<file path="config.mk">
export PLATFORM = sky130hd
export DESIGN_NAME = rgb_led_chain_driver
export DESIGN_NICKNAME = d
export VERILOG_FILES = /design/src/rtl/rlcd_pkg.sv /design/src/rtl/rlcd_front.sv /design/src/rtl/rlcd_queue.sv /design/src/rtl/rlcd_back.sv /design/src/rtl/rgb_led_chain_driver.sv
export SDC_FILE = /design/constraint.sdc
export NUM_CORES = 2
export LEC_CHECK = 0
export BUFFER_PORTS_ARGS = -buffer_cell sky130_fd_sc_hd__buf_4
export CORE_MARGIN = 2
export CORE_UTILIZATION = 55
export DETAILED_ROUTE_END_ITERATION = 12
export GPL_TIMING_DRIVEN = 0
export PLACE_DENSITY = 0.74
export SETUP_SLACK_MARGIN = 0.02
export SYNTH_ARGS = -nofsm -noshare
export SYNTH_HDL_FRONTEND = slang
export SYNTH_HIERARCHICAL = 1
export SYNTH_SLANG_ARGS = --single-unit
</file>
<file path="constraint.sdc">
create_clock -name clk -period 21.2 [get_ports clk]
set_clock_uncertainty 0.2 [all_clocks]
set_input_delay 4.24 -clock clk [delete_from_list [all_inputs] [get_ports clk]]
set_output_delay 4.24 -clock clk [all_outputs]
set_load 0.01 [all_outputs]
</file>
<file path="src/rtl/rlcd_pkg.sv">
// Shared types and constants for the RGB LED chain driver.
`default_nettype none
package rlcd_pkg;

	// Command codes carried in the input tuser field.
	localparam logic [1:0] MODE_TICK  = 2'd0;
	localparam logic [1:0] MODE_SET   = 2'd1;
	localparam logic [1:0] MODE_CLEAR = 2'd2;
	localparam logic [1:0] MODE_SHOW  = 2'd3;

	// Configuration register indexes.
	localparam logic [2:0] REG_PIXEL_COUNT = 3'd0;
	localparam logic [2:0] REG_BRIGHTNESS  = 3'd1;
	localparam logic [2:0] REG_ZERO_HIGH   = 3'd2;
	localparam logic [2:0] REG_ONE_HIGH    = 3'd3;
	localparam logic [2:0] REG_BIT_PERIOD  = 3'd4;
	localparam logic [2:0] REG_LATCH_GAP   = 3'd5;

	localparam int CFG_W = 17;

	// Reset values of the configuration registers.
	localparam logic [6:0]  RST_PIXEL_COUNT = 7'd0;
	localparam logic [7:0]  RST_BRIGHTNESS  = 8'd255;
	localparam logic [11:0] RST_ZERO_HIGH   = 12'd96;
	localparam logic [11:0] RST_ONE_HIGH    = 12'd192;
	localparam logic [11:0] RST_BIT_PERIOD  = 12'd300;
	localparam logic [16:0] RST_LATCH_GAP   = 17'd72000;

	// The idle counter saturates here.
	localparam logic [16:0] GAP_MAX = 17'h1FFFF;

	// One classified command waiting for the line engine.
	typedef struct packed {
		logic [1:0]  mode;
		logic        in_range;
		logic [5:0]  idx;
		logic [23:0] grb;
	} rlcd_item_t;

	// Bit timing settings used by the line engine.
	typedef struct packed {
		logic [11:0] zero_high;
		logic [11:0] one_high;
		logic [11:0] period;
		logic [16:0] gap;
	} rlcd_timing_t;

endpackage
`default_nettype wire

</file>
<file path="src/rtl/rlcd_front.sv">
// Front end: decodes an incoming beat, checks the pixel index and scales the colors.
`default_nettype none
module rlcd_front #(
	parameter int MAX_PIXELS = 64,
	parameter int CW = $clog2(MAX_PIXELS + 1)
) (
	input  wire logic [1:0]          mode,
	input  wire logic [5:0]          pixel_index,
	input  wire logic [7:0]          red,
	input  wire logic [7:0]          green,
	input  wire logic [7:0]          blue,
	input  wire logic [CW-1:0]       count,
	input  wire logic [7:0]          brightness,
	output rlcd_pkg::rlcd_item_t     item
);
	import rlcd_pkg::*;

	localparam int CMPW = (CW > 6) ? CW : 6;

	// Scale one color by (brightness + 1) / 256.
	function automatic logic [7:0] scale(input logic [7:0] c, input logic [7:0] b);
		logic [16:0] prod;
		prod = {9'd0, c} * {8'd0, ({1'b0, b} + 9'd1)};
		return prod[15:8];
	endfunction

	// Build the queue entry; colors are stored green, red, blue from the low byte up.
	always_comb begin
		item.mode     = mode;
		item.idx      = pixel_index;
		item.in_range = CMPW'(pixel_index) < CMPW'(count);
		item.grb      = {scale(blue, brightness), scale(red, brightness),
		                 scale(green, brightness)};
	end

endmodule
`default_nettype wire

</file>
<file path="src/rtl/rlcd_queue.sv">
// Two-entry queue between the front end and the line engine.
`default_nettype none
module rlcd_queue (
	input  wire logic                 clk,
	input  wire logic                 arst_n,
	input  wire logic                 push_valid,
	output logic                      push_ready,
	input  wire rlcd_pkg::rlcd_item_t push_item,
	output logic                      pop_valid,
	input  wire logic                 pop,
	output rlcd_pkg::rlcd_item_t      pop_item
);
	import rlcd_pkg::*;

	rlcd_item_t  ent_q [2];
	logic        wr_ptr_q;
	logic        rd_ptr_q;
	logic [1:0]  cnt_q;
	logic        do_push;
	logic        do_pop;

	assign push_ready = (cnt_q != 2'd2);
	assign pop_valid  = (cnt_q != 2'd0);
	assign pop_item   = ent_q[rd_ptr_q];
	assign do_push    = push_valid && push_ready;
	assign do_pop     = pop && pop_valid;

	// Entry storage.
	always_ff @(posedge clk) begin
		if (do_push) begin
			ent_q[wr_ptr_q] <= push_item;
		end
	end

	// Pointers and fill count.
	always_ff @(posedge clk or negedge arst_n) begin
		if (!arst_n) begin
			wr_ptr_q <= 1'b0;
			rd_ptr_q <= 1'b0;
			cnt_q    <= 2'd0;
		end else begin
			if (do_push) begin
				wr_ptr_q <= !wr_ptr_q;
			end
			if (do_pop) begin
				rd_ptr_q <= !rd_ptr_q;
			end
			if (do_push && !do_pop) begin
				cnt_q <= cnt_q + 2'd1;
			end else if (do_pop && !do_push) begin
				cnt_q <= cnt_q - 2'd1;
			end
		end
	end

endmodule
`default_nettype wire

</file>
<file path="src/rtl/rlcd_back.sv">
// Back end: executes commands, holds the frame store and drives the serial line.
`default_nettype none
module rlcd_back #(
	parameter int MAX_PIXELS = 64,
	parameter int CW = $clog2(MAX_PIXELS + 1)
) (
	input  wire logic                 clk,
	input  wire logic                 arst_n,
	input  wire logic [CW-1:0]        count,
	input  wire rlcd_pkg::rlcd_timing_t tcfg,
	input  wire logic                 q_valid,
	input  wire rlcd_pkg::rlcd_item_t q_item,
	output logic                      q_pop,
	output logic                      m_axis_tvalid,
	input  wire logic                 m_axis_tready,
	output logic [7:0]                m_axis_tdata  // [0] line, [1] busy_res, [2] rejected
);
	import rlcd_pkg::*;

	localparam int AW = (MAX_PIXELS > 1) ? $clog2(MAX_PIXELS) : 1;

	// Frame store: one row of green, red, blue per pixel.
	logic [23:0]           mem [MAX_PIXELS];
	logic [MAX_PIXELS-1:0] valid_q;
	logic [23:0]           mem_rd_q;
	logic [23:0]           fwd_row_q;
	logic                  fwd_q;
	logic                  zero_q;

	// Line engine state.
	logic                  sending_q;
	logic                  pending_q;
	logic [16:0]           gap_q;
	logic [11:0]           timer_q;
	logic [2:0]            bitpos_q;
	logic [1:0]            sub_q;
	logic [CW-1:0]         ptr_q;

	// Output register.
	logic                  out_valid_q;
	logic                  line_q;
	logic                  busy_q;
	logic                  rej_q;

	logic                  fire;
	logic                  rej;
	logic                  set_ok;
	logic                  clr;
	logic                  show_ok;
	logic                  pending_c;
	logic                  busy;
	logic                  start;
	logic                  sending_c;
	logic [11:0]           timer_c;
	logic [2:0]            bitpos_c;
	logic [1:0]            sub_c;
	logic [CW-1:0]         ptr_c;
	logic [CW-1:0]         ptr_adv;
	logic [23:0]           row_eff;
	logic [7:0]            cur_byte;
	logic [11:0]           high;
	logic [12:0]           timer_inc;
	logic                  line;
	logic                  sending_n;
	logic                  pending_n;
	logic [16:0]           gap_n;
	logic [11:0]           timer_n;
	logic [2:0]            bitpos_n;
	logic [1:0]            sub_n;
	logic [CW-1:0]         ptr_n;
	logic [CW-1:0]         rd_ptr;
	logic [AW-1:0]         rd_addr;
	logic [AW-1:0]         wr_addr;
	logic [MAX_PIXELS-1:0] valid_n;

	assign fire    = q_valid && (!out_valid_q || m_axis_tready);
	assign q_pop   = fire;
	assign wr_addr = AW'(q_item.idx);

	// Row of the pixel being sent, with writes of the previous beat folded in.
	assign row_eff = fwd_q ? fwd_row_q : (zero_q ? 24'd0 : mem_rd_q);

	// Command handling, then one tick of the line engine.
	always_comb begin
		rej       = (q_item.mode != MODE_TICK) && (sending_q || pending_q);
		set_ok    = fire && !rej && (q_item.mode == MODE_SET) && q_item.in_range;
		clr       = fire && !rej && (q_item.mode == MODE_CLEAR);
		show_ok   = !rej && (q_item.mode == MODE_SHOW) && (count != '0);
		pending_c = pending_q || show_ok;
		busy      = sending_q || pending_c;
		start     = pending_c && (gap_q >= tcfg.gap);
		sending_c = sending_q || start;
		timer_c   = start ? 12'd0 : timer_q;
		bitpos_c  = start ? 3'd7 : bitpos_q;
		sub_c     = start ? 2'd0 : sub_q;
		ptr_c     = start ? '0 : ptr_q;

		case (sub_c)
			2'd0:    cur_byte = row_eff[7:0];
			2'd1:    cur_byte = row_eff[15:8];
			default: cur_byte = row_eff[23:16];
		endcase
		high      = cur_byte[bitpos_c] ? tcfg.one_high : tcfg.zero_high;
		timer_inc = {1'b0, timer_c} + 13'd1;
		ptr_adv   = (sub_c == 2'd2) ? (ptr_c + CW'(1)) : ptr_c;

		line      = 1'b0;
		sending_n = sending_c;
		pending_n = pending_c && !start;
		gap_n     = gap_q;
		timer_n   = timer_c;
		bitpos_n  = bitpos_c;
		sub_n     = sub_c;
		ptr_n     = ptr_c;

		if (sending_c) begin
			line    = (timer_c < high);
			timer_n = timer_inc[11:0];
			if (timer_inc >= {1'b0, tcfg.period}) begin
				timer_n = 12'd0;
				if (bitpos_c == 3'd0) begin
					bitpos_n = 3'd7;
					if (ptr_adv >= count) begin
						// Last byte of the frame is out.
						sending_n = 1'b0;
						ptr_n     = '0;
						sub_n     = 2'd0;
						gap_n     = 17'd0;
					end else begin
						ptr_n = ptr_adv;
						sub_n = (sub_c == 2'd2) ? 2'd0 : (sub_c + 2'd1);
					end
				end else begin
					bitpos_n = bitpos_c - 3'd1;
				end
			end
		end else if (gap_q != GAP_MAX) begin
			gap_n = gap_q + 17'd1;
		end
	end

	// Next valid bits: clear drops the active rows, a pixel write marks its row.
	always_comb begin
		valid_n = valid_q;
		if (clr) begin
			for (int r = 0; r < MAX_PIXELS; r++) begin
				if (32'(r) < 32'(count)) begin
					valid_n[r] = 1'b0;
				end
			end
		end
		if (set_ok) begin
			valid_n[wr_addr] = 1'b1;
		end
	end

	assign rd_ptr  = fire ? ptr_n : ptr_q;
	assign rd_addr = rd_ptr[AW-1:0];

	// Frame store write and prefetch of the row the next beat will send.
	always_ff @(posedge clk) begin
		if (set_ok) begin
			mem[wr_addr] <= q_item.grb;
		end
		mem_rd_q  <= mem[rd_addr];
		fwd_row_q <= q_item.grb;
		line_q    <= fire ? line : line_q;
		busy_q    <= fire ? busy : busy_q;
		rej_q     <= fire ? rej : rej_q;
	end

	// Control state.
	always_ff @(posedge clk or negedge arst_n) begin
		if (!arst_n) begin
			valid_q     <= '0;
			fwd_q       <= 1'b0;
			zero_q      <= 1'b1;
			sending_q   <= 1'b0;
			pending_q   <= 1'b0;
			gap_q       <= 17'd0;
			timer_q     <= 12'd0;
			bitpos_q    <= 3'd7;
			sub_q       <= 2'd0;
			ptr_q       <= '0;
			out_valid_q <= 1'b0;
		end else begin
			valid_q <= valid_n;
			fwd_q   <= set_ok && (wr_addr == rd_addr);
			zero_q  <= !valid_n[rd_addr];
			if (fire) begin
				sending_q <= sending_n;
				pending_q <= pending_n;
				gap_q     <= gap_n;
				timer_q   <= timer_n;
				bitpos_q  <= bitpos_n;
				sub_q     <= sub_n;
				ptr_q     <= ptr_n;
			end
			if (fire) begin
				out_valid_q <= 1'b1;
			end else if (m_axis_tready) begin
				out_valid_q <= 1'b0;
			end
		end
	end

	assign m_axis_tvalid = out_valid_q;
	assign m_axis_tdata  = {5'd0, rej_q, busy_q, line_q};

	// A frame is never waiting and being sent at once.
	assert property (@(posedge clk) disable iff (!arst_n) !(sending_q && pending_q))
		else $error("show pending while a frame is being sent");

	// A refused command always reports busy.
	assert property (@(posedge clk) disable iff (!arst_n)
		(out_valid_q && rej_q) |-> busy_q)
		else $error("rejected result without busy");

	// The line only goes high while a frame is out.
	assert property (@(posedge clk) disable iff (!arst_n)
		(out_valid_q && line_q) |-> busy_q)
		else $error("line high outside a frame");

	// The end of a frame restarts the idle count.
	assert property (@(posedge clk) disable iff (!arst_n) $fell(sending_q) |-> (gap_q == 17'd0))
		else $error("idle count not restarted at end of frame");

endmodule
`default_nettype wire

</file>
<file path="src/rtl/rgb_led_chain_driver.sv">
// Top level of the RGB LED chain driver: configuration registers, front end, queue, line engine.
// A result passes through the queue and the output register after its beat is accepted.
// Throughput: one beat per cycle without output back-pressure; each beat is a line engine tick.
// The line engine in the back end advances exactly one tick per beat and paces the block.
// Reset is asynchronous and active low; it restores all configuration defaults.
// The frame store reads as zero after reset through per-pixel valid bits; no clearing pass.
`default_nettype none
module rgb_led_chain_driver #(
	parameter int MAX_PIXELS = 64
) (
	input  wire logic                         clk,
	input  wire logic                         arst_n,
	input  wire logic                         s_axis_tvalid,
	output logic                              s_axis_tready,
	input  wire logic [31:0]                  s_axis_tdata,  // [5:0] pixel_index, [13:6] red,
	                                                         // [21:14] green, [29:22] blue
	input  wire logic [1:0]                   s_axis_tuser,  // [1:0] mode
	output logic                              m_axis_tvalid,
	input  wire logic                         m_axis_tready,
	output logic [7:0]                        m_axis_tdata,  // [0] line, [1] busy_res,
	                                                         // [2] rejected
	input  wire logic                         cfg_we,
	input  wire logic [2:0]                   cfg_addr,
	input  wire logic [rlcd_pkg::CFG_W-1:0]   cfg_wdata
);
	import rlcd_pkg::*;

	localparam int CW = $clog2(MAX_PIXELS + 1);

	logic [6:0]   pixel_count_q;
	logic [7:0]   brightness_q;
	logic [11:0]  zero_high_q;
	logic [11:0]  one_high_q;
	logic [11:0]  period_q;
	logic [16:0]  gap_len_q;
	logic [CW-1:0] count;
	rlcd_timing_t tcfg;
	rlcd_item_t   front_item;
	rlcd_item_t   q_item;
	logic         q_valid;
	logic         q_pop;

	// Configuration registers.
	always_ff @(posedge clk or negedge arst_n) begin
		if (!arst_n) begin
			pixel_count_q <= RST_PIXEL_COUNT;
			brightness_q  <= RST_BRIGHTNESS;
			zero_high_q   <= RST_ZERO_HIGH;
			one_high_q    <= RST_ONE_HIGH;
			period_q      <= RST_BIT_PERIOD;
			gap_len_q     <= RST_LATCH_GAP;
		end else if (cfg_we) begin
			case (cfg_addr)
				REG_PIXEL_COUNT: pixel_count_q <= cfg_wdata[6:0];
				REG_BRIGHTNESS:  brightness_q  <= cfg_wdata[7:0];
				REG_ZERO_HIGH:   zero_high_q   <= cfg_wdata[11:0];
				REG_ONE_HIGH:    one_high_q    <= cfg_wdata[11:0];
				REG_BIT_PERIOD:  period_q      <= cfg_wdata[11:0];
				REG_LATCH_GAP:   gap_len_q     <= cfg_wdata[16:0];
				default: ;
			endcase
		end
	end

	// Active pixel count, capped at the store size.
	assign count = (32'(pixel_count_q) > 32'(MAX_PIXELS)) ? CW'(MAX_PIXELS)
	                                                      : CW'(pixel_count_q);

	assign tcfg.zero_high = zero_high_q;
	assign tcfg.one_high  = one_high_q;
	assign tcfg.period    = period_q;
	assign tcfg.gap       = gap_len_q;

	rlcd_front #(
		.MAX_PIXELS(MAX_PIXELS),
		.CW(CW)
	) u_front (
		.mode(s_axis_tuser),
		.pixel_index(s_axis_tdata[5:0]),
		.red(s_axis_tdata[13:6]),
		.green(s_axis_tdata[21:14]),
		.blue(s_axis_tdata[29:22]),
		.count(count),
		.brightness(brightness_q),
		.item(front_item)
	);

	rlcd_queue u_queue (
		.clk(clk),
		.arst_n(arst_n),
		.push_valid(s_axis_tvalid),
		.push_ready(s_axis_tready),
		.push_item(front_item),
		.pop_valid(q_valid),
		.pop(q_pop),
		.pop_item(q_item)
	);

	rlcd_back #(
		.MAX_PIXELS(MAX_PIXELS),
		.CW(CW)
	) u_back (
		.clk(clk),
		.arst_n(arst_n),
		.count(count),
		.tcfg(tcfg),
		.q_valid(q_valid),
		.q_item(q_item),
		.q_pop(q_pop),
		.m_axis_tvalid(m_axis_tvalid),
		.m_axis_tready(m_axis_tready),
		.m_axis_tdata(m_axis_tdata)
	);

endmodule
`default_nettype wire

</file>
======== Word-level counts from Yosys, hierarchy flattened ========
Memories as Yosys holds them, arrays and structs flattened. A register that Yosys moved wholly into a read port is not among the register bits.
Cells that the tools add are included.
word-level totals
  register bits after elaboration ......... 209
  RAM bits ................................ 1602
  bits of input ports ..................... 59
  output and inout bits ................... 10
  word-level logic and storage cells ...... 288
  memories kept ........................... 2
memory list
  name           depth  width  rd ports  clocked after Yosys merged registers in  write ports  line              RTL
  u_back.mem     64     24     1         1                                        1            rlcd_back.sv:23   logic [23:0] mem [MAX_PIXELS];
  u_queue.ent_q  2      33     1         0                                        1            rlcd_queue.sv:15  rlcd_item_t ent_q [2];
cells by class
  add/subtract/negate cells ............... 8
  $mul .................................... 3
  order comparisons ....................... 74
  equal/unequal tests ..................... 16
  multiplexer cells ....................... 114
  bitwise operators ....................... 1
  reductions and logical operators ........ 45
operator list
  kind                                                                   count
  6-bit by 7-bit < comparator with 1-bit output (first input constant)   32
  64-bit 2-to-1 mux                                                      2
  5-bit by 7-bit < comparator with 1-bit output (first input constant)   16
  17-bit 2-to-1 mux                                                      5
  1-bit 2-to-1 mux                                                       77
  64-bit bitwise OR                                                      1
  4-bit by 7-bit < comparator with 1-bit output (first input constant)   8
  7-bit 2-to-1 mux                                                       7
  8-bit by 9-bit multiplier with 16-bit output                           3
  12-bit 2-to-1 mux                                                      4
  24-bit 2-to-1 mux                                                      2
  3-bit by 7-bit < comparator with 1-bit output (first input constant)   4
  17-bit by 1-bit adder with 17-bit output (second input constant)       1
  17-bit greater-or-equal comparator                                     1
  17-bit inequality test (second input constant)                         1
  1-bit logical AND                                                      16
  2-bit 2-to-1 mux                                                       8
  8-bit one-hot mux with 2 select lines                                  1
  1-bit by 7-bit < comparator with 1-bit output (first input constant)   2
  2-bit by 7-bit < comparator with 1-bit output (first input constant)   2
  6-bit by 7-bit < comparator with 1-bit output (second input constant)  2
  12-bit by 1-bit adder with 13-bit output (second input constant)       1
  13-bit by 12-bit greater-or-equal comparator with 1-bit output         1
  12-bit < comparator                                                    1
  30 further kinds                                                       63

======== Longest topological paths before layout ========
An unclocked memory read counts as a cell.
  depth in word-level cells ............... 20
  gate-level depth with buffers ........... 34
  gate-level depth less buffers ........... 25

======== Hierarchy ========
The synthesis kept the hierarchy.
modules (own cells, without submodules)
  module                instances  cells each  area each (um^2)  sequential area each (um^2)
  rlcd_back             1          4973        69564.2           49932.9
  rlcd_front            1          760         6576.3            0.0
  rgb_led_chain_driver  1          154         2732.6            1727.9
  rlcd_queue            1          121         2727.6            2082.0

======== Worst setup path before layout ========
Ideal clock, no wire load.
  path type ............................... input to register
  start point ............................. input port s_axis_tdata[24]
  end point ............................... memory u_queue/ent_q[0][23] in the netlist's numbering (data pin)
  library setup time ...................... 0.264 ns
  arrival time ............................ 7.720 ns
  required time ........................... 20.736 ns
  slack ................................... 13.016 ns
  cell stages on the path ................. 14
  buffers on the path ..................... 0
  path through ............................ and2_1 -> fa_1 -> fa_1 -> fa_1 -> inv_1 -> fa_1 -> inv_1 -> ha_1 -> inv_1 -> o31ai_1 -> a22o_1 -> a41oi_1 -> o21ba_2 -> xnor2_1
RTL lines
  item         line                        RTL
  from (decl)  rgb_led_chain_driver.sv:15  input wire logic [31:0] s_axis_tdata,
  to (decl)    rlcd_queue.sv:15

======== Worst setup path in the final report ========
  start point ............................. register pixel_count_q[6]
  end point ............................... register u_back.mem_rd_q[17], read port of u_back.mem
between the ends
  longest elaborated chain between the ends .. 15
  elaborated cells between the ends (all ways) .. 23
  those cells by class .................... 2 x add/sub; 3 x order compare; 1 x eq/ne; 11 x mux; 6 x reduce/logical
ends and longest elaborated chain
  item                                                                     line                              RTL
  from (decl)                                                              rgb_led_chain_driver.sv:30        logic [6:0] pixel_count_q;
  from (signal assigned)                                                   rgb_led_chain_driver.sv:54        REG_PIXEL_COUNT: pixel_count_q <= cfg_wdata[6:0];
  7-bit > comparator *                                                     rgb_led_chain_driver.sv:66        assign count = (32'(pixel_count_q) > 32'(MAX_PIXELS)) ? CW'(MAX_PIXELS)
  7-bit 2-to-1 mux *                                                       rgb_led_chain_driver.sv:66
  net count[3]                                                             rgb_led_chain_driver.sv:36        logic [CW-1:0] count;
  7-bit nonzero test                                                       rlcd_back.sv:88                   show_ok = !rej && (q_item.mode == MODE_SHOW) && (count != '0);
  1-bit logical AND                                                        rlcd_back.sv:88
  1-bit logical OR                                                         rlcd_back.sv:89                   pending_c = pending_q || show_ok;
  1-bit logical AND                                                        rlcd_back.sv:91                   start = pending_c && (gap_q >= tcfg.gap);
  7-bit 2-to-1 mux or 2-bit 2-to-1 mux (tied branches)                     rlcd_back.sv:96, rlcd_back.sv:95
  7-bit by 1-bit adder with 7-bit output or 2-bit == test (tied branches)  rlcd_back.sv:105                  ptr_adv = (sub_c == 2'd2) ? (ptr_c + CW'(1)) : ptr_c;
  7-bit 2-to-1 mux                                                         rlcd_back.sv:105
  7-bit greater-or-equal comparator                                        rlcd_back.sv:123                  if (ptr_adv >= count) begin
  7-bit 2-to-1 mux                                                         rlcd_back.sv:123
  7-bit 2-to-1 mux                                                         rlcd_back.sv:121                  if (bitpos_c == 3'd0) begin
  7-bit 2-to-1 mux                                                         rlcd_back.sv:119                  if (timer_inc >= {1'b0, tcfg.period}) begin
  7-bit 2-to-1 mux *                                                       rlcd_back.sv:116                  if (sending_c) begin
  6-bit 2-to-1 mux *                                                       rlcd_back.sv:157                  assign rd_ptr = fire ? ptr_n : ptr_q;
  to (decl)                                                                rlcd_back.sv:25                   logic [23:0] mem_rd_q;
The timed path passes the listed nets; every way through them passes the cells marked *.
A chain may end at the register's enable or synchronous reset.

==> summary.md <==
| Metric | Value |
|---|---|
| Status | finished with violations |
| Failing checks | max-capacitance violations, max-slew violations |
| WL final | 240,500 um |
| TritonCTS clock tree | yes |
| Commonest non-fill, non-tap cell in the layout | edfxtp_1 |
| Power per Cell Area | 120.3 nW/um^2 |
| Commonest non-fill, non-tap cells in the layout | edfxtp_1 (1,605), nand2_1 (1,017), nand3_1 (299) |
| Worst Path Class, Setup | register to register |
| Ports | 69 |
| Worst Hold Class | register to register |
| Maximum vdd drop | 0.2242 mV |
| Clock power frac | 29.0% |
| Fin. Hold Viols | 0 |
| Wire per inst | approximately 29 um |
| Sequential area share after synthesis | 65.86% |
| Die area | approximately 150,000 sq um |
| Slew @ Worst Pin | between 1.5 and 2 ns |
| Clock Sinks | 1,835 |
| Dpl hpwl | 158,700 um |
| Fin. max-slew vios | 11 |
| Setup TNS | 0 ns |
| Post-synth cell types | 98 |
| Largest delay share family, worst path | buffers and inverters |
| Worst-skew pair later-pin latency | approximately 0.85 ns |
| Minimum clock period | ~12 ns |
| Lkg Pwr | ~33 nW |
| Vias per cell | 6.359 |
| Hold buffer count at CTS | 0 |
| Post-CTS Resized | 0 |
| # rows | 141 |
| Hold Path Stages | 1 |
| DRT Pass-1 Iters | 6 |
| Required @ worst endpoint | 21.62 ns |
| Final setup vio count | 0 |
| Max-slew headroom | -4.112% |
| Fin crit share | 58.07% |
| Net Switching | 3.550 mW |
| Nets@finish | 6,638 |
| Initial antenna violation count | 31 |
| Initial detailed-routing violation count | 7,748 |
| Worst path slowest cell | clkbuf_1 |
| Yosys top cell area share | between 50% and 60% |
| Core region area | 147,500 sq um |
| Post-route ant nets | 0 |
| Yosys reg bits | 1,835 |
| Crit Path Max Fanout | 10 |
| Crit start category | register |
| Total track usage | 31.61% |
| Post-synth ARST share | under 10% |
| Number of remaining DRC errors | 0 |
| Vias in the first global route | 52,190 |
| Worst Reg-to-Reg Cells | 30 |
| Utilization after layout | between 60 and 70% |
| Maximum root-to-sink buffer count | 3 |
| Global-route wire length before repair | 348,300 um |
| Area grow syn2layout | 12.24% |
| Reg power frac | approximately 45% |
| Worst path bufs/invs | 8 |
| RSZ-0062 raised after global routing | false |
| Largest net degree at the start of global routing | 97 |
| Layout cells sized above 1 | 12.71% |
| WP data arrival | 12.73 ns |
| Syn Inst Count | between 6,000 and 7,000 |
| Fillers | 10,870 |
| GRT overflow | 0 |
| CP most frequent cell | clkbuf_1 |
| Warning count from the yosys run | 6 |
| MaxCap Viol Count | 1 |
| Post-CTS Setup Inserts | 0 |
| Worst setup EP type | register |
| Clock transition at path regs | 0.06 ns |
| Fmax | 81.23 MHz |
| Synth top area cells | edfxtp_1 (59%), dfrtp_1 (4.8%), nand2_1 (4.7%) |
| Largest area contributor in the netlist | edfxtp_1 |
| Syn_area_per_cell | roughly 14 sq um |
| TritonCTS buffer count | 182 |
| Combinational Power Share | approximately 26% |
| EDFF count, synth | 1,605 |
| Int Power | approximately 7.5 mW |
| Port bufs | 59 |
| H-Tree Level Count | 4 |
| CP peak stage delay | 1.03 ns |
| Die X | around 390 um |
| Clock root buffer master | clkbuf_16 |
| Synth Flop Type | edfxtp_1 |
| Gpl congestion | between 0.9 and 1 |
| Levels on crit path | 30 |
| DIE HEIGHT | 389.2 um |
| Vias | 53,400 |
| Mapped Area | 81,600 sq um |
| Switching Share | around a third |
| Starting Density | about 55% |
## worst register-to-register path, delay by kind of cell (launching register included)
kind	cells	cell delay, ns
fa+ha+maj	2	0.58
xor+xnor	1	0.18
compound gates	9	2.90
simple gates	10	2.82
flops	1	0.47
buf+inv	8	4.97
## sequential cells by signal (all words and copies together), names as in the netlist, 2 cells and up
signal            count
brightness_q          8
gap_len_q            17
one_high_q           12
period_q             12
pixel_count_q         7
u_back/bitpos_q       3
u_back/fwd_row_q     24
u_back/gap_q         17
u_back/mem         1536
u_back/mem_rd_q      24
u_back/ptr_q          7
u_back/sub_q          2
u_back/timer_q       12
u_back/valid_q       64
u_queue/cnt_q         2
u_queue/ent_q        66
zero_high_q          12
## power by group through the flow
stage	Combinational [mW]	Sequential, mW	Clock (mW)
floorplan	1.73	4.98	0
global placement	2.69	5.02	0
detailed placement	2.81	5.03	0
CTS	2.84	4.96	3.22
global route	3.12	4.98	3.36
finish	2.86	4.96	3.20
## cells in the mapped netlist (all sizes together), types with 130 or more instances
cell,number
inv,195
clkbuf,235
mux2,130
mux2i,294
nand2,1018
nor2,199
o21ai,147
edfxtp,1605
and2,156
nand3,299
a21oi,163
ha,156
buf,130
dfrtp,157
## area by class of cell
class / instances / area [sq um] / area share [%]
Multi-Input combinational cell: 3614 / 25770 / 28.14
Clock inverter: 122 / 1131 / 1.235
Clock buffer: 221 / 4846 / 5.291
Tap cell: 1930 / 2415 / 2.637
Sequential cell: 1835 / 53740 / 58.68
Timing Repair Buffer: 107 / 1266 / 1.383
Inverter: 198 / 743.2 / 0.8115
Antenna cell: 6 / 15.01 / 0.01639
Buffer: 365 / 1654 / 1.806
## through the flow
| step | setup slack, ns | std cells | power, mW | hold slack [ns] | instance area [sq um] |
|---|---|---|---|---|---|
| after global routing | 8.879 | 8392 | 11.46 | 0.2944 | 91570 |
| after floorplan | 13.02 | 6012 | 6.711 | 0.2451 | 81620 |
| final | 8.889 | 8398 | 11.02 | 0.2768 | 91590 |
| after detailed placement | 9.482 | 8048 | 7.846 | 0.2620 | 85580 |
| after CTS | 9.396 | 8391 | 11.01 | 0.2757 | 91560 |
| after global placement | 9.583 | 8001 | 7.711 | 0.2561 | 84470 |
## worst paths after layout
check | startpoint | end | slack, ns
worst max-delay path | pixel_count_q[6] | u_back/mem_rd_q[17] | 8.89
worst min-delay path | u_back/valid_q[38] | u_back/valid_q[38] | 0.28
worst max register to register | pixel_count_q[6] | u_back/mem_rd_q[17] | 8.89
worst min register to register | u_back/valid_q[38] | u_back/valid_q[38] | 0.28
max in group asynchronous | arst_n | u_back/valid_q[9] | 16.62
min in group asynchronous | arst_n | zero_high_q[4] | 3.21
## metal layers
metal / vias up / track usage, % / routed length [um] / part of all wire [%]
met4: 4 / 14.57 / 11950 / 5.0
li1: 22810 / - / - / -
met2: 3351 / 48.65 / 109200 / 45
met5: - / 0 / 27 / 0.011
met1: 26660 / 42.58 / 90460 / 38
met3: 580 / 7.993 / 28890 / 12
## cell families after synthesis
kind of cell	synth area share, %
AND/OR/NAND/NOR	11.00
flip-flops	65.86
AO/OA/AOI/OAI	7.062
buffers and inverters	2.938
multiplexers	6.987
adder cells (fa/ha/maj)	5.336
XOR/XNOR	0.8157
other	0.004596
(Power assumes the default switching activity.)
